==> src/design/rbet_pkg.sv <==
// shared types and constants for the rds burst error trapping decoder
// no dependencies; imported by every module of the design
package rbet_pkg;

   localparam int WORD_W    = 26;
   localparam int CHECK_W   = 10;
   localparam int TRAP_W    = 5;
   localparam int TOP_SHIFT = 20;
   localparam int CNT_W     = $clog2(WORD_W);

   localparam logic [CHECK_W:0]   GEN_POLY = 11'h5B9;
   localparam logic [CHECK_W-1:0] PREMULT  = 10'h31B;

   typedef enum logic [1:0] {
      ST_IDLE,
      ST_SYND,
      ST_TRAP,
      ST_DELIVER
   } rbet_state_type;

   typedef struct packed {
      logic clear;
      logic step;
      logic data_bit;
   } rbet_ctl_type;

endpackage

==> src/design/rds_burst_error_trap_decoder_core.sv <==
// rds (26,16) burst error trapping decoder, top level with sequencer and output beat register
// a beat runs syndrome shifts over all codeword bits, then trap shifts until the error is
//   trapped or every trap position is tried, then a correction step once the output
//   register is free; a result may wait there while the next beat runs
// reset: synchronous active high, returns to idle and drops rsp_valid
// depends on rbet_pkg, rbet_chain, rbet_cell
module rds_burst_error_trap_decoder_core (
   input  logic                          clock,
   input  logic                          reset,
   input  logic                          req_valid,
   output logic                          req_ready,
   input  logic [rbet_pkg::WORD_W-1:0]   req_codeword,
   output logic                          rsp_valid,
   input  logic                          rsp_ready,
   output logic [rbet_pkg::WORD_W-1:0]   rsp_corrected_word,
   output logic                          rsp_error_fixed,
   output logic                          rsp_uncorrectable
);
   import rbet_pkg::*;

   rbet_state_type state_ff, state_in;
   logic [CNT_W-1:0]  cnt_ff, cnt_in;
   logic [WORD_W-1:0] word_ff, word_in;
   logic [TRAP_W-1:0] pat_ff, pat_in;
   logic              found_ff, found_in;

   logic              rsp_valid_ff, rsp_valid_in;
   logic [WORD_W-1:0] corr_ff, corr_in;
   logic              fixed_ff, fixed_in;
   logic              unc_ff, unc_in;

   rbet_ctl_type      ctl;
   logic [TRAP_W-1:0] pattern;
   logic              trapped;
   logic              out_free;

   rbet_chain u_chain (
      .clock   (clock),
      .ctl     (ctl),
      .pattern (pattern),
      .trapped (trapped)
   );

   assign out_free = !rsp_valid_ff || rsp_ready;

   always_comb begin
      state_in     = state_ff;
      cnt_in       = cnt_ff;
      word_in      = word_ff;
      pat_in       = pat_ff;
      found_in     = found_ff;
      rsp_valid_in = rsp_valid_ff && !rsp_ready;
      corr_in      = corr_ff;
      fixed_in     = fixed_ff;
      unc_in       = unc_ff;
      ctl          = '0;
      req_ready    = 1'b0;
      case (state_ff)
         ST_IDLE: begin
            req_ready = 1'b1;
            if (req_valid) begin
               ctl.clear = 1'b1;
               word_in   = req_codeword;
               cnt_in    = CNT_W'(WORD_W - 1);
               state_in  = ST_SYND;
            end
         end
         ST_SYND: begin
            ctl.step     = 1'b1;
            ctl.data_bit = word_ff[cnt_ff];
            if (cnt_ff == '0) begin
               cnt_in   = CNT_W'(TOP_SHIFT);
               state_in = ST_TRAP;
            end else begin
               cnt_in = cnt_ff - 1'b1;
            end
         end
         ST_TRAP: begin
            ctl.step = 1'b1;
            if (trapped) begin
               found_in = 1'b1;
               pat_in   = pattern;
               state_in = ST_DELIVER;
            end else if (cnt_ff == '0) begin
               found_in = 1'b0;
               pat_in   = '0;
               state_in = ST_DELIVER;
            end else begin
               cnt_in = cnt_ff - 1'b1;
            end
         end
         ST_DELIVER: begin
            if (out_free) begin
               rsp_valid_in = 1'b1;
               corr_in      = word_ff ^ (WORD_W'(pat_ff) << cnt_ff);
               fixed_in     = found_ff && (pat_ff != '0);
               unc_in       = !found_ff;
               state_in     = ST_IDLE;
            end
         end
         default: begin
            state_in = ST_IDLE;
         end
      endcase
   end

   always_ff @(posedge clock) begin
      if (reset) begin
         state_ff     <= ST_IDLE;
         rsp_valid_ff <= 1'b0;
      end else begin
         state_ff     <= state_in;
         rsp_valid_ff <= rsp_valid_in;
      end
   end

   always_ff @(posedge clock) begin
      cnt_ff   <= cnt_in;
      word_ff  <= word_in;
      pat_ff   <= pat_in;
      found_ff <= found_in;
      corr_ff  <= corr_in;
      fixed_ff <= fixed_in;
      unc_ff   <= unc_in;
   end

   assign rsp_valid          = rsp_valid_ff;
   assign rsp_corrected_word = corr_ff;
   assign rsp_error_fixed    = fixed_ff;
   assign rsp_uncorrectable  = unc_ff;

   a_rise_from_deliver: assert property (@(posedge clock) disable iff (reset)
      $rose(rsp_valid_ff) |-> $past(state_ff == ST_DELIVER))
      else $error("result beat raised outside the delivery step");

   a_flags_exclusive: assert property (@(posedge clock) disable iff (reset)
      rsp_valid_ff |-> !(fixed_ff && unc_ff))
      else $error("result beat both fixed and uncorrectable");

   a_trap_range: assert property (@(posedge clock) disable iff (reset)
      (state_ff == ST_TRAP) |-> (cnt_ff <= CNT_W'(TOP_SHIFT)))
      else $error("trap position out of range");

   a_synd_range: assert property (@(posedge clock) disable iff (reset)
      (state_ff == ST_SYND) |-> (cnt_ff <= CNT_W'(WORD_W - 1)))
      else $error("syndrome bit index out of range");

   a_synd_to_trap: assert property (@(posedge clock) disable iff (reset)
      (state_ff == ST_SYND && cnt_ff == '0) |=> (state_ff == ST_TRAP))
      else $error("syndrome phase did not hand over to trap search");

endmodule

==> src/design/rbet_cell.sv <==
// one bit of the syndrome shift register with generator and premultiplier taps
// depends on rbet_pkg
module rbet_cell (
   input  logic                 clock,
   input  rbet_pkg::rbet_ctl_type ctl,
   input  logic                 carry_in,
   input  logic                 feedback,
   input  logic                 gen_tap,
   input  logic                 pre_tap,
   output logic                 bit_out,
   output logic                 bit_step
);
   import rbet_pkg::*;

   logic bit_ff;
   logic bit_in;

   assign bit_step = carry_in ^ (ctl.data_bit & pre_tap) ^ (feedback & gen_tap);

   always_comb begin
      if (ctl.clear) begin
         bit_in = 1'b0;
      end else if (ctl.step) begin
         bit_in = bit_step;
      end else begin
         bit_in = bit_ff;
      end
   end

   always_ff @(posedge clock) begin
      bit_ff <= bit_in;
   end

   assign bit_out = bit_ff;

endmodule

==> src/design/rbet_chain.sv <==
// row of syndrome cells, each passing its bit to the next one up
// depends on rbet_pkg and rbet_cell
module rbet_chain (
   input  logic                         clock,
   input  rbet_pkg::rbet_ctl_type       ctl,
   output logic [rbet_pkg::TRAP_W-1:0]  pattern,
   output logic                         trapped
);
   import rbet_pkg::*;

   logic [CHECK_W-1:0] syn;
   logic [CHECK_W-1:0] syn_step;

   for (genvar i = 0; i < CHECK_W; i++) begin : g_cell
      logic carry;
      if (i == 0) begin : g_first
         assign carry = 1'b0;
      end else begin : g_rest
         assign carry = syn[i-1];
      end
      rbet_cell u_cell (
         .clock    (clock),
         .ctl      (ctl),
         .carry_in (carry),
         .feedback (syn[CHECK_W-1]),
         .gen_tap  (GEN_POLY[i]),
         .pre_tap  (PREMULT[i]),
         .bit_out  (syn[i]),
         .bit_step (syn_step[i])
      );
   end

   // trap test on the value the next shift produces
   assign trapped = (syn_step[TRAP_W-1:0] == '0);
   assign pattern = syn_step[CHECK_W-1:CHECK_W-TRAP_W];

endmodule
==> config.mk <==
export PLATFORM = sky130hd
export DESIGN_NAME = rds_burst_error_trap_decoder_core
export DESIGN_NICKNAME = d
export VERILOG_FILES = /design/src/design/rbet_pkg.sv /design/src/design/rds_burst_error_trap_decoder_core.sv /design/src/design/rbet_cell.sv /design/src/design/rbet_chain.sv
export SDC_FILE = /design/constraint.sdc
export NUM_CORES = 1
export LEC_CHECK = 0
export BUFFER_PORTS_ARGS = -buffer_cell sky130_fd_sc_hd__buf_2
export CAP_MARGIN = 10
export CORE_ASPECT_RATIO = 1.5
export CORE_UTILIZATION = 61
export DETAILED_ROUTE_END_ITERATION = 10
export GPL_TIMING_DRIVEN = 0
export PLACE_DENSITY_LB_ADDON = 0.08
export SYNTH_ARGS = -nofsm -noshare
export SYNTH_HDL_FRONTEND = slang
export SYNTH_SLANG_ARGS = --single-unit
==> constraint.sdc <==
create_clock -name clock -period 6.8 [get_ports clock]
set_input_delay 1.36 -clock clock [delete_from_list [all_inputs] [get_ports clock]]
set_output_delay 1.36 -clock clock [all_outputs]
set_load 0.1 [all_outputs]
==> reports/summary.json, run 1 <==
{
  "cts.sinks": {"value": 78},
  "fp-row-count": {"value": 35},
  "totalWireLength": {"value": 8833, "unit": "um"},
  "horizontal_extent_of_the_die": {"value": 67.59, "unit": "um"},
  "grt_max_degree": {"value": 36},
  "worst_clock_skew": {"value": 0.007596, "unit": "ns"},
  "initial_utilization": {"value": 63.75, "unit": "%"},
  "syn_nets": {"value": 362},
  "timing.critical_path.arrival": {"value": 3.17, "unit": "ns"},
  "drt_pre_antenna_iters": {"value": 4},
  "ant_nets": {"value": 0},
  "core_area": {"value": 6175, "unit": "um^2"},
  "ys.warnings.count": {"value": 0},
  "top_level_ports": {"value": 60},
  "initial_antenna_violation_count": {"value": 0},
  "maxSlewHeadroom": {"value": 39.93, "unit": "%"},
  "finalSetupViolations": {"value": 0},
  "cts_max_path_buffers": {"value": 2},
  "critPathRequiredTime": {"value": 6.78, "unit": "ns"},
  "worstSetupStartpointType": {"value": "register"},
  "timing.setup.tns": {"value": 0, "unit": "ns"},
  "clock_tree.root_cell": {"value": "sky130_fd_sc_hd__clkbuf_8"},
  "synth_edf_count": {"value": 65},
  "max_cap_viol_count": {"value": 0},
  "post-route-drc-count": {"value": 0},
  "dieHeight": {"value": 100.4, "unit": "um"},
  "area_growth": {"value": 15.07, "unit": "%"},
  "synth.cell_area": {"value": 3936, "unit": "um^2"},
  "async_reset_ff_share": {"value": 0, "unit": "%"},
  "power.density_cell_area": {"value": 436.0, "unit": "nW/um^2"},
  "detailed_route_wire_length_per_cell": {"value": 18.64, "unit": "um"},
  "cp_cell_sequence": {"value": "buf_6 > mux4_1 > mux4_2 > nor2_2 > buf_6 > o211ai_2 > a31oi_1"},
  "syn-mean-instance-area": {"value": 12.11, "unit": "um^2"},
  "crit_path_max_incr_delay": {"value": 0.61, "unit": "ns"},
  "insertion_delay": {"value": 0.35, "unit": "ns"},
  "max_freq": {"value": 0.3140, "unit": "GHz"},
  "cts_buffers": {"value": 9},
  "cts_tree": {"value": "yes"},
  "synth.distinct_cells": {"value": 52},
  "synth_flop_cell": {"value": "sky130_fd_sc_hd__edfxtp_1"},
  "most_frequent_cell_on_the_critical_path": {"value": "sky130_fd_sc_hd__buf_6"},
  "mostFrequentLayoutCell": {"value": "sky130_fd_sc_hd__edfxtp_1"},
  "detailed_place_hpwl": {"value": 6482, "unit": "um"},
  "cp_max_fo": {"value": 10},
  "crit_slowest_cell": {"value": "sky130_fd_sc_hd__a31oi_1"},
  "io_buffers": {"value": 59},
  "insertedDiodeCount": {"value": 0},
  "setup.worst_path.class": {"value": "register to register"},
  "finalHoldViolCount": {"value": 0},
  "track_usage": {"value": 29.04, "unit": "%"},
  "clk_pin_slew": {"value": 0.08, "unit": "ns"},
  "first_pass_grt_wire_length": {"value": 14220, "unit": "um"},
  "min_path_type": {"value": "register to register"},
  "fp.dieArea": {"value": 6785, "unit": "um^2"},
  "share_of_the_yosys_chip_area_belonging_to_registers": {"value": 56.20, "unit": "%"},
  "total_leakage_power": {"value": 0.001662, "unit": "uW"},
  "cts-hold-fix-buffers": {"value": 0},
  "netlist_instances": {"value": 325},
  "vias": {"value": 2875},
  "deepest_level_of_the_cts_h_tree": {"value": 3},
  "post-route-util": {"value": 73.35, "unit": "%"},
  "vdd_drop_max": {"value": 0.0003267, "unit": "V"},
  "maxSlewViolCount": {"value": 0},
  "rsz0062_at_grt": {"value": "false"},
  "final.min_clock_period": {"value": 3.184, "unit": "ns"},
  "ys_seq_elements": {"value": 78},
  "endpoint_kind": {"value": "register"},
  "post_cts.resized_instances": {"value": 0},
  "gp_congestion": {"value": 0.9265},
  "worst_pin_slew": {"value": 0.9010, "unit": "ns"},
  "layout.nets": {"value": 433},
  "first_global_vias": {"value": 2894},
  "iteration_0_drc_markers": {"value": 200},
  "grt_overflow": {"value": 0},
  "final_cell_mix": {"value": "sky130_fd_sc_hd__edfxtp_1 (65), sky130_fd_sc_hd__buf_2 (62), sky130_fd_sc_hd__nand2_1 (27)"},
  "outcome": {"value": "finished clean"},
  "final.fill_count": {"value": 432},
  "final_min_period_over_clock_period": {"value": 46.83, "unit": "%"},
  "vias_per_cell": {"value": 6.065},
  "drive_gt1_share": {"value": 23.75, "unit": "%"},
  "post_cts_buffers": {"value": 0}
}
[Yosys cell counts (all sizes together), types with 9 or more instances]
master  count  share of area [%]
nor2       20                2.0
edfxtp     65                 50
xnor2      19                4.2
nor3       10                1.3
mux2i      11                2.8
clkbuf     11                1.0
a21oi      13                1.7
dfxtp      13                6.6
buf         9                1.8
xor2       11                2.4
o21ai      15                1.9
nand2      27                2.6
[per-layer routing]
metal / share of wire [%] / global-route usage, % / wire length, um / vias to the layer above
li1: - / - / - / 1360
met1: 37 / 32.30 / 3307 / 1394
met2: 56 / 51.79 / 4924 / 97
met3: 4.0 / 5.795 / 349 / 24
met4: 2.8 / 12.27 / 251 / 0
met5: 0 / 0 / 0 / -
[final timing paths]
| path | start | to | slack [ns] | cells after the start |
|---|---|---|---|---|
| worst max-delay path | cnt_ff[1] | pat_ff[2] | 3.62 | 7 |
| worst min-delay path | u_chain.g_cell[5].u_cell.bit_out | u_chain.g_cell[5].u_cell.bit_out | 0.51 | 2 |
| worst max register to register | cnt_ff[1] | pat_ff[2] | 3.62 | 7 |
| worst min register to register | u_chain.g_cell[5].u_cell.bit_out | u_chain.g_cell[5].u_cell.bit_out | 0.51 | 2 |
[area by class of cell]
class	instances	area, um^2	share of cell area [%]
flip-flops and latches	78	2212	48.84
multi-input cells	219	1583	34.94
repair buffers	60	310.3	6.851
clock buffers	9	123.9	2.735
plain buffers	20	115.1	2.541
well taps	74	92.59	2.044
clock inverters	6	62.56	1.381
inverters	8	30.03	0.6630
[worst max-delay path: cells and delay by family (launching register included)]
family                 cells  cell delay (ns)
AO/OA/AOI/OAI              2             0.77
multiplexers               2             1.09
AND/OR/NAND/NOR            1             0.17
flip-flops                 1             0.42
buffers and inverters      2             0.36
[sequential cells by signal, indices dropped and copies added, names as in the netlist]
name	count
rsp_corrected_word	26
word_ff	26
u_chain.g_cell.u_cell.bit_out	10
cnt_ff	5
pat_ff	5
state_ff	2
found_ff	1
rsp_error_fixed	1
rsp_uncorrectable	1
rsp_valid	1
[cells by family (layout without fill, tap and decap cells)]
logic type | count (synthesis) | after routing | share of synthesized area [%]
simple gates | 104 | 104 | 14.08
flops | 78 | 78 | 56.20
compound gates | 57 | 57 | 9.409
xor+xnor | 30 | 30 | 6.675
buf+inv | 28 | 103 | 3.655
mux | 21 | 21 | 7.756
fa+ha+maj | 7 | 7 | 2.225
[stage by stage]
stage                     std cells  total power (uW)  setup slack, ns  hold WS, ns  cell area, um^2
after CTS                       474              1970            3.629       0.5070             4529
after global routing            474              2087            3.494       0.5320             4529
final                           474              1975            3.616       0.5055             4529
after global placement          458              1613            3.130       0.4934             4324
after detailed placement        459              1636            3.416       0.4960             4343
after floorplan                 325              1423            3.625       0.4713             3936
[power breakdown]
part / internal, uW / switching (uW) / leakage, uW
registers: 663 / 68.7 / 0.000712
logic: 308 / 600 / 0.000861
clock network: 167 / 168 / 0.0000891
No activity file was read; power rests on OpenSTA's default activity.
==> run 2, diff against run 1 <==
CORE_UTILIZATION = 57   (was 61)
clock period = 3.3 ns   (was 6.8 ns; I/O delays follow)
==> run 2 against run 1 <==
  * Maximum frequency up 7.2%
  * Count of clock-buffer cells in the layout grew 5
  * Largest power group unchanged
  * Cell area fell by 0.17%
  * Sequential share of layout area up 0.081 points
  * First-iteration DRC count is 22% lower
  * Clock power increased by 87%
  * Via count decreased by 2.8%
  * Critical path depth unchanged
  * Non-clock buffer count did not move
==> reports/summary.json, run 2 (synthesis results as in run 1) <==
{
  "initial_antenna_violation_count": {"value": 0, "change": "unchanged"},
  "dieHeight": {"value": 103.8, "unit": "um", "change": "+3.4%"},
  "total_switching_power": {"value": 1668, "unit": "uW", "change": "+99%"},
  "track_usage": {"value": 23.42, "unit": "%", "change": "-5.6 points"},
  "vias": {"value": 2795, "change": "-2.8%"},
  "cts-hold-fix-buffers": {"value": 0, "change": "unchanged"},
  "cts_tree": {"value": "yes"},
  "timing.critical_path.arrival": {"value": 2.99, "unit": "ns", "change": "-0.18 ns"},
  "initial_utilization": {"value": 59.86, "unit": "%", "change": "-3.9 points"},
  "core_area": {"value": 6576, "unit": "um^2", "change": "+6.5%"},
  "vdd_drop_max": {"value": 0.0006414, "unit": "V", "change": "+96%"},
  "horizontal_extent_of_the_die": {"value": 69.85, "unit": "um", "change": "+3.3%"},
  "timing.reg2reg.worst_path_depth": {"value": 7, "change": "unchanged"},
  "power.density_cell_area": {"value": 880.4, "unit": "nW/um^2", "change": "+100%"},
  "top_level_ports": {"value": 60, "change": "unchanged"},
  "final_area": {"value": 4522, "unit": "um^2", "change": "-0.17%"},
  "iteration_0_drc_markers": {"value": 156, "change": "-22%"},
  "cp_max_fo": {"value": 10, "change": "unchanged"},
  "fp-row-count": {"value": 36, "change": "+2.9%"},
  "gp_congestion": {"value": 0.9173, "change": "-0.99%"},
  "final_cell_mix": {"value": "sky130_fd_sc_hd__edfxtp_1 (65), sky130_fd_sc_hd__buf_2 (62), sky130_fd_sc_hd__nand2_1 (27)"},
  "rsz0062_at_grt": {"value": "false"},
  "fp.dieArea": {"value": 7249, "unit": "um^2", "change": "+6.8%"},
  "vias_per_cell": {"value": 5.860, "change": "-3.4%"},
  "placed_area": {"value": 4345, "unit": "um^2", "change": "about the same"},
  "swShare": {"value": 41.89, "unit": "%", "change": "-0.49 points"},
  "rr_startpoint": {"value": "cnt_ff[1]"},
  "worst_clock_skew": {"value": 0.008134, "unit": "ns", "change": "+0.0005386 ns"},
  "multiInputGateArea": {"value": 1589, "unit": "um^2", "change": "+0.39%"},
  "critPathRequiredTime": {"value": 3.32, "unit": "ns", "change": "-3.46 ns"},
  "ff2ff_setup_slack": {"value": 0.33, "unit": "ns", "change": "-3.29 ns"},
  "max_freq": {"value": 0.3366, "unit": "GHz", "change": "+7.2%"},
  "drive_gt1_share": {"value": 23.19, "unit": "%", "change": "-0.56 points"},
  "maxSlewHeadroom": {"value": 40.31, "unit": "%", "change": "+0.37 points"},
  "timing.setup.tns": {"value": 0, "unit": "ns", "change": "unchanged"},
  "area_growth": {"value": 14.88, "unit": "%"},
  "final.fill_count": {"value": 494, "change": "+14%"},
  "finalHoldViolCount": {"value": 0, "change": "unchanged"},
  "grt_max_degree": {"value": 36, "change": "unchanged"},
  "setup.worst_path.class": {"value": "register to register"},
  "deepest_level_of_the_cts_h_tree": {"value": 3, "change": "unchanged"},
  "seq_power_share": {"value": 37.9, "unit": "%", "change": "+0.8 points"},
  "insertion_delay": {"value": 0.35, "unit": "ns", "change": "about the same"},
  "worst_pin_slew": {"value": 0.8954, "unit": "ns", "change": "-0.005581 ns"},
  "first_global_vias": {"value": 2698, "change": "-6.8%"},
  "whs_path_depth": {"value": 1, "change": "-1"},
  "io_buffers": {"value": 59, "change": "unchanged"},
  "sequential_cell_area": {"value": 2212, "unit": "um^2", "change": "unchanged"},
  "timing.rr.end": {"value": "pat_ff[1]"},
  "p_comb_share": {"value": 46.3, "unit": "%", "change": "+0.4 points"},
  "post_cts_buffers": {"value": 0, "change": "unchanged"},
  "outcome": {"value": "finished clean"},
  "internal_power": {"value": 2313, "unit": "uW", "change": "+100%"},
  "layout.nets": {"value": 433, "change": "unchanged"},
  "clk_pin_slew": {"value": 0.08, "unit": "ns", "change": "about the same"},
  "maxSlewViolCount": {"value": 0, "change": "unchanged"},
  "worst_hold_startpoint": {"value": "req_codeword[4]"},
  "detailed_place_hpwl": {"value": 6146, "unit": "um", "change": "-5.2%"},
  "cts_buffers": {"value": 9, "change": "unchanged"},
  "total_leakage_power": {"value": 0.001659, "unit": "uW", "change": "-0.19%"},
  "drt_pre_antenna_iters": {"value": 4, "change": "unchanged"},
  "clock_power_share": {"value": 15.7, "unit": "%", "change": "-1.3 points"},
  "insertedDiodeCount": {"value": 0, "change": "unchanged"},
  "final_min_period_over_clock_period": {"value": 90.02, "unit": "%", "change": "+43 points"},
  "worstSetupStartpointType": {"value": "register"},
  "mostFrequentLayoutCell": {"value": "sky130_fd_sc_hd__edfxtp_1"},
  "first_pass_grt_wire_length": {"value": 12880, "unit": "um", "change": "-9.5%"},
  "whs_endpoint": {"value": "word_ff[4]"},
  "grt_overflow": {"value": 0, "change": "unchanged"},
  "post_cts.resized_instances": {"value": 0, "change": "unchanged"},
  "final.min_clock_period": {"value": 2.971, "unit": "ns", "change": "-0.2134 ns"},
  "finalSetupViolations": {"value": 0, "change": "unchanged"},
  "endpoint_kind": {"value": "register"},
  "detailed_route_wire_length_per_cell": {"value": 17.32, "unit": "um", "change": "-7.1%"},
  "clock_tree.root_cell": {"value": "sky130_fd_sc_hd__clkbuf_8"},
  "post-route-drc-count": {"value": 0, "change": "unchanged"},
  "cts.sinks": {"value": 78, "change": "unchanged"},
  "min_path_type": {"value": "input pin to register"},
  "max_cap_viol_count": {"value": 0, "change": "unchanged"},
  "ant_nets": {"value": 0, "change": "unchanged"},
  "totalWireLength": {"value": 8260, "unit": "um", "change": "-6.5%"},
  "cts_max_path_buffers": {"value": 2, "change": "unchanged"}
}
==> run 2: cell types whose count changed in the layout (fill, tap and decap cells not counted), sizes merged <==
cell,delta
clkinvlp,-2
inv,-1
clkbuf,+5
bufinv,-1
==> run 2: critical path: stages, from the launching register on <==
cell	delay (ns)
sky130_fd_sc_hd__edfxtp_1	0.40
sky130_fd_sc_hd__buf_6	0.19
sky130_fd_sc_hd__mux4_1	0.61
sky130_fd_sc_hd__mux4_2	0.50
sky130_fd_sc_hd__nor2_2	0.16
sky130_fd_sc_hd__buf_6	0.17
sky130_fd_sc_hd__o211ai_2	0.17
sky130_fd_sc_hd__a31oi_2	0.42
==> run 2: stage by stage <==
stage / hold slack (ns) / setup slack [ns] / total power [uW] / utilization [%] / instances
after floorplan: 0.4713 / 0.2424 / 2932 / - / 325
after global placement: 0.4909 / 0.1710 / 3316 / 65.79 / 460
after detailed placement: 0.5074 / 0.1434 / 3359 / 66.08 / 461
after CTS: 0.4738 / 0.1430 / 3977 / 68.66 / 477
after global routing: 0.4655 / 0.1909 / 4194 / 68.76 / 477
final: 0.4812 / 0.3292 / 3981 / 68.76 / 477
==> run 2: how the worst max path moves through the flow <==
stage,from,endpoint,depth (start not counted)
after global routing,cnt_ff[1],pat_ff[1],7
after detailed placement,cnt_ff[1],pat_ff[1],7
final,cnt_ff[1],pat_ff[1],7
after global placement,cnt_ff[1],found_ff,7
after CTS,cnt_ff[1],pat_ff[0],7
after floorplan,state_ff[0],u_chain.g_cell[4].u_cell.bit_out,8
==> run 2: power by group through the flow <==
stage	Combinational, uW	Clock [uW]	Sequential [uW]
final	1840	627	1510
after global routing	1990	679	1530
after CTS	1840	631	1510
after detailed placement	1830	0	1530
after global placement	1790	0	1520
after floorplan	1250	0	1690
==> run 2: metal layers <==
layer  track usage, %  wire length [um]
met3            4.669               306
met1            25.56              3123
met5                0                 0
met2            42.72              4640
met4            10.71               190
==> run 2: cell type report <==
type	instances	share of cell area, %
timing repair buffer	60	6.862
inverter	8	0.6641
tap	76	2.103
multi-input combinational	219	35.14
sequential	78	48.92
buffer	20	2.546
clock inverter	2	0.1660
clock buffer	14	3.597
==> run 3, diff against run 2 <==
CORE_UTILIZATION = 30   (was 57)
==> run 3 against run 2 <==
  * Final cell count up 17%
  * Critical path depth unchanged
  * Die area up 88%
  * Largest power group unchanged
  * Flip-flop and latch count unchanged
  * Count of clock-buffer cells in the layout down 5
  * Sequential share of layout area down 2.9 points
  * Clock power up 79%
  * Maximum frequency down 0.68%
==> reports/summary.json, run 3 (synthesis results as in run 1) <==
{
  "endpoint_kind": {"value": "register"},
  "worstSetupStartpointType": {"value": "register"},
  "total_power": {"value": 4551, "unit": "uW", "change": "+14%"},
  "seq_power_share": {"value": 33.0, "unit": "%", "change": "-4.9 points"},
  "cts.sinks": {"value": 78, "change": "unchanged"},
  "io_buffers": {"value": 59, "change": "unchanged"},
  "insertion_delay": {"value": 0.34, "unit": "ns", "change": "about the same"},
  "worst_hold_startpoint": {"value": "req_codeword[14]"},
  "iteration_0_drc_markers": {"value": 102, "change": "-35%"},
  "final.hold.worst_slack": {"value": 0.4948, "unit": "ns", "change": "+0.01366 ns"},
  "rr_startpoint": {"value": "cnt_ff[1]"},
  "final_min_period_over_clock_period": {"value": 90.64, "unit": "%", "change": "+0.61 points"},
  "internal_power": {"value": 2757, "unit": "uW", "change": "+19%"},
  "clock_tree.root_cell": {"value": "sky130_fd_sc_hd__clkbuf_16"},
  "detailed_route_wire_length_per_cell": {"value": 17.42, "unit": "um", "change": "+0.61%"},
  "fp-row-count": {"value": 50, "change": "+39%"},
  "worst_clock_skew": {"value": 0.007064, "unit": "ns", "change": "-0.001070 ns"},
  "first_pass_grt_wire_length": {"value": 14690, "unit": "um", "change": "+14%"},
  "finalHoldViolCount": {"value": 0, "change": "unchanged"},
  "ant_nets": {"value": 0, "change": "unchanged"},
  "whs_path_depth": {"value": 1, "change": "unchanged"},
  "worst_pin_slew": {"value": 0.8075, "unit": "ns", "change": "-0.08787 ns"},
  "total_leakage_power": {"value": 0.001740, "unit": "uW", "change": "+4.9%"},
  "power.density_cell_area": {"value": 947.0, "unit": "nW/um^2", "change": "+7.6%"},
  "clock_power_share": {"value": 24.6, "unit": "%", "change": "+8.9 points"},
  "vias": {"value": 2799, "change": "+0.14%"},
  "layout.nets": {"value": 433, "change": "unchanged"},
  "ff2ff_setup_slack": {"value": 0.31, "unit": "ns", "change": "-0.02 ns"},
  "fp.dieArea": {"value": 13590, "unit": "um^2", "change": "+88%"},
  "final_cell_mix": {"value": "sky130_fd_sc_hd__edfxtp_1 (65), sky130_fd_sc_hd__buf_2 (62), sky130_fd_sc_hd__nand2_1 (27)"},
  "outcome": {"value": "finished clean"},
  "finalSetupViolations": {"value": 0, "change": "unchanged"},
  "cts_tree": {"value": "yes"},
  "detailed_place_hpwl": {"value": 7285, "unit": "um", "change": "+19%"},
  "cts_max_path_buffers": {"value": 2, "change": "unchanged"},
  "initial_utilization": {"value": 31.15, "unit": "%", "change": "-29 points"},
  "top_level_ports": {"value": 60, "change": "unchanged"},
  "swShare": {"value": 39.42, "unit": "%", "change": "-2.5 points"},
  "grt_max_degree": {"value": 29, "change": "-19%"},
  "cp_max_fo": {"value": 10, "change": "unchanged"},
  "max_freq": {"value": 0.3343, "unit": "GHz", "change": "-0.68%"},
  "grt_overflow": {"value": 0, "change": "unchanged"},
  "rsz0062_at_grt": {"value": "false"},
  "drt_pre_antenna_iters": {"value": 4, "change": "unchanged"},
  "post-route-util": {"value": 38.03, "unit": "%", "change": "-31 points"},
  "maxSlewHeadroom": {"value": 46.05, "unit": "%", "change": "+5.7 points"},
  "core_area": {"value": 12640, "unit": "um^2", "change": "+92%"},
  "final.min_clock_period": {"value": 2.991, "unit": "ns", "change": "+0.02021 ns"},
  "vias_per_cell": {"value": 5.034, "change": "-14%"},
  "cts_buffers": {"value": 9, "change": "unchanged"},
  "insertedDiodeCount": {"value": 0, "change": "unchanged"},
  "dp_worst_setup_slack": {"value": 0.08572, "unit": "ns", "change": "-0.05769 ns"},
  "gp_congestion": {"value": 0.7946, "change": "-13%"},
  "vdd_drop_max": {"value": 0.0003036, "unit": "V", "change": "-53%"},
  "first_global_vias": {"value": 2808, "change": "+4.1%"},
  "drive_gt1_share": {"value": 24.25, "unit": "%", "change": "+1.1 points"},
  "totalWireLength": {"value": 9687, "unit": "um", "change": "+17%"},
  "initial_antenna_violation_count": {"value": 0, "change": "unchanged"},
  "area_growth": {"value": 22.09, "unit": "%"},
  "mostFrequentLayoutCell": {"value": "sky130_fd_sc_hd__edfxtp_1"},
  "cts-hold-fix-buffers": {"value": 0, "change": "unchanged"},
  "deepest_level_of_the_cts_h_tree": {"value": 3, "change": "unchanged"},
  "horizontal_extent_of_the_die": {"value": 95.53, "unit": "um", "change": "+37%"},
  "min_path_type": {"value": "input pin to register"},
  "total_switching_power": {"value": 1794, "unit": "uW", "change": "+7.6%"},
  "timing.critical_path.arrival": {"value": 2.98, "unit": "ns", "change": "about the same"},
  "critPathRequiredTime": {"value": 3.29, "unit": "ns", "change": "-0.03 ns"},
  "maxSlewViolCount": {"value": 0, "change": "unchanged"},
  "setup.worst_path.class": {"value": "register to register"},
  "p_comb_share": {"value": 42.3, "unit": "%", "change": "-4.0 points"},
  "whs_endpoint": {"value": "word_ff[14]"},
  "timing.reg2reg.worst_path_depth": {"value": 7, "change": "unchanged"},
  "post-route-drc-count": {"value": 0, "change": "unchanged"},
  "max_cap_viol_count": {"value": 0, "change": "unchanged"},
  "clk_pin_slew": {"value": 0.06, "unit": "ns", "change": "-0.02 ns"},
  "timing.rr.end": {"value": "found_ff"},
  "track_usage": {"value": 14.82, "unit": "%", "change": "-8.6 points"},
  "timing.setup.tns": {"value": 0, "unit": "ns", "change": "unchanged"},
  "finalWorstSetupSlack": {"value": 0.3090, "unit": "ns", "change": "-0.02021 ns"},
  "dieHeight": {"value": 142.3, "unit": "um", "change": "+37%"}
}
## run 3: changes by cell type in the layout (fill, tap and decap cells not counted), sizes merged
| cell | delta |
|---|---|
| bufinv | +3 |
| clkbuf | -5 |
| clkinvlp | +1 |
## run 3: cell type report
cell class / instances / area [um^2]
Sequential cell: 78 / 2212
Inverter: 8 / 30.03
Fill cell: 1276 / 7831
Clock inverter: 6 / 111.4
Clock buffer: 9 / 225.2
Tap cell: 156 / 195.2
Timing Repair Buffer: 60 / 322.8
Multi-Input combinational cell: 219 / 1594
Buffer: 20 / 115.1
## run 3: worst max-delay path by stage
stage          cells past startpoint   startpoint                          endpoint
2_1_floorplan                      8  state_ff[0]  u_chain.g_cell[4].u_cell.bit_out
3_3_place_gp                       7    cnt_ff[1]                          found_ff
3_5_place_dp                       7    cnt_ff[1]                          found_ff
4_1_cts                            7    cnt_ff[1]                          found_ff
5_1_grt                            7    cnt_ff[1]                         pat_ff[1]
6_report                           7    cnt_ff[1]                          found_ff
## run 3: timing repair
action / in CTS / in global routing
buffers inserted: 0 / 0
hold endpoints to repair: 0 / 0
resized for setup: 0 / 1
setup endpoints to repair: 0 / 6
## run 3: metrics by stage
step / area (um^2) / std cells
after floorplan: 3936 / 325
after global placement: 4427 / 540
after detailed placement: 4463 / 541
after CTS: 4800 / 556
after global routing: 4806 / 556
final: 4806 / 556
## run 3: power groups by stage
stage	Combinational, uW	Clock, uW	Sequential (uW)
6_report	1930	1120	1500
3_3_place_gp	1890	0	1530
2_1_floorplan	1250	0	1690
4_1_cts	1940	1140	1510
3_5_place_dp	1930	0	1530
5_1_grt	2080	1190	1530
## run 3: routing by layer
layer	track usage (%)	vias to the layer above	wire, um
li1	-	1357	-
met2	28.20	60	5453
met3	3.686	9	332
met1	15.04	1373	3736
met4	5.656	0	164
met5	0	-	0
## run 3: worst max-delay path, stage by stage, from the launching register on
cell and delay, ns:
sky130_fd_sc_hd__edfxtp_1 0.38, sky130_fd_sc_hd__buf_6 0.19, sky130_fd_sc_hd__mux4_1 0.62, sky130_fd_sc_hd__mux4_2 0.51
sky130_fd_sc_hd__nor2_2 0.16, sky130_fd_sc_hd__buf_6 0.18, sky130_fd_sc_hd__o211ai_2 0.17, sky130_fd_sc_hd__a31oi_2 0.43
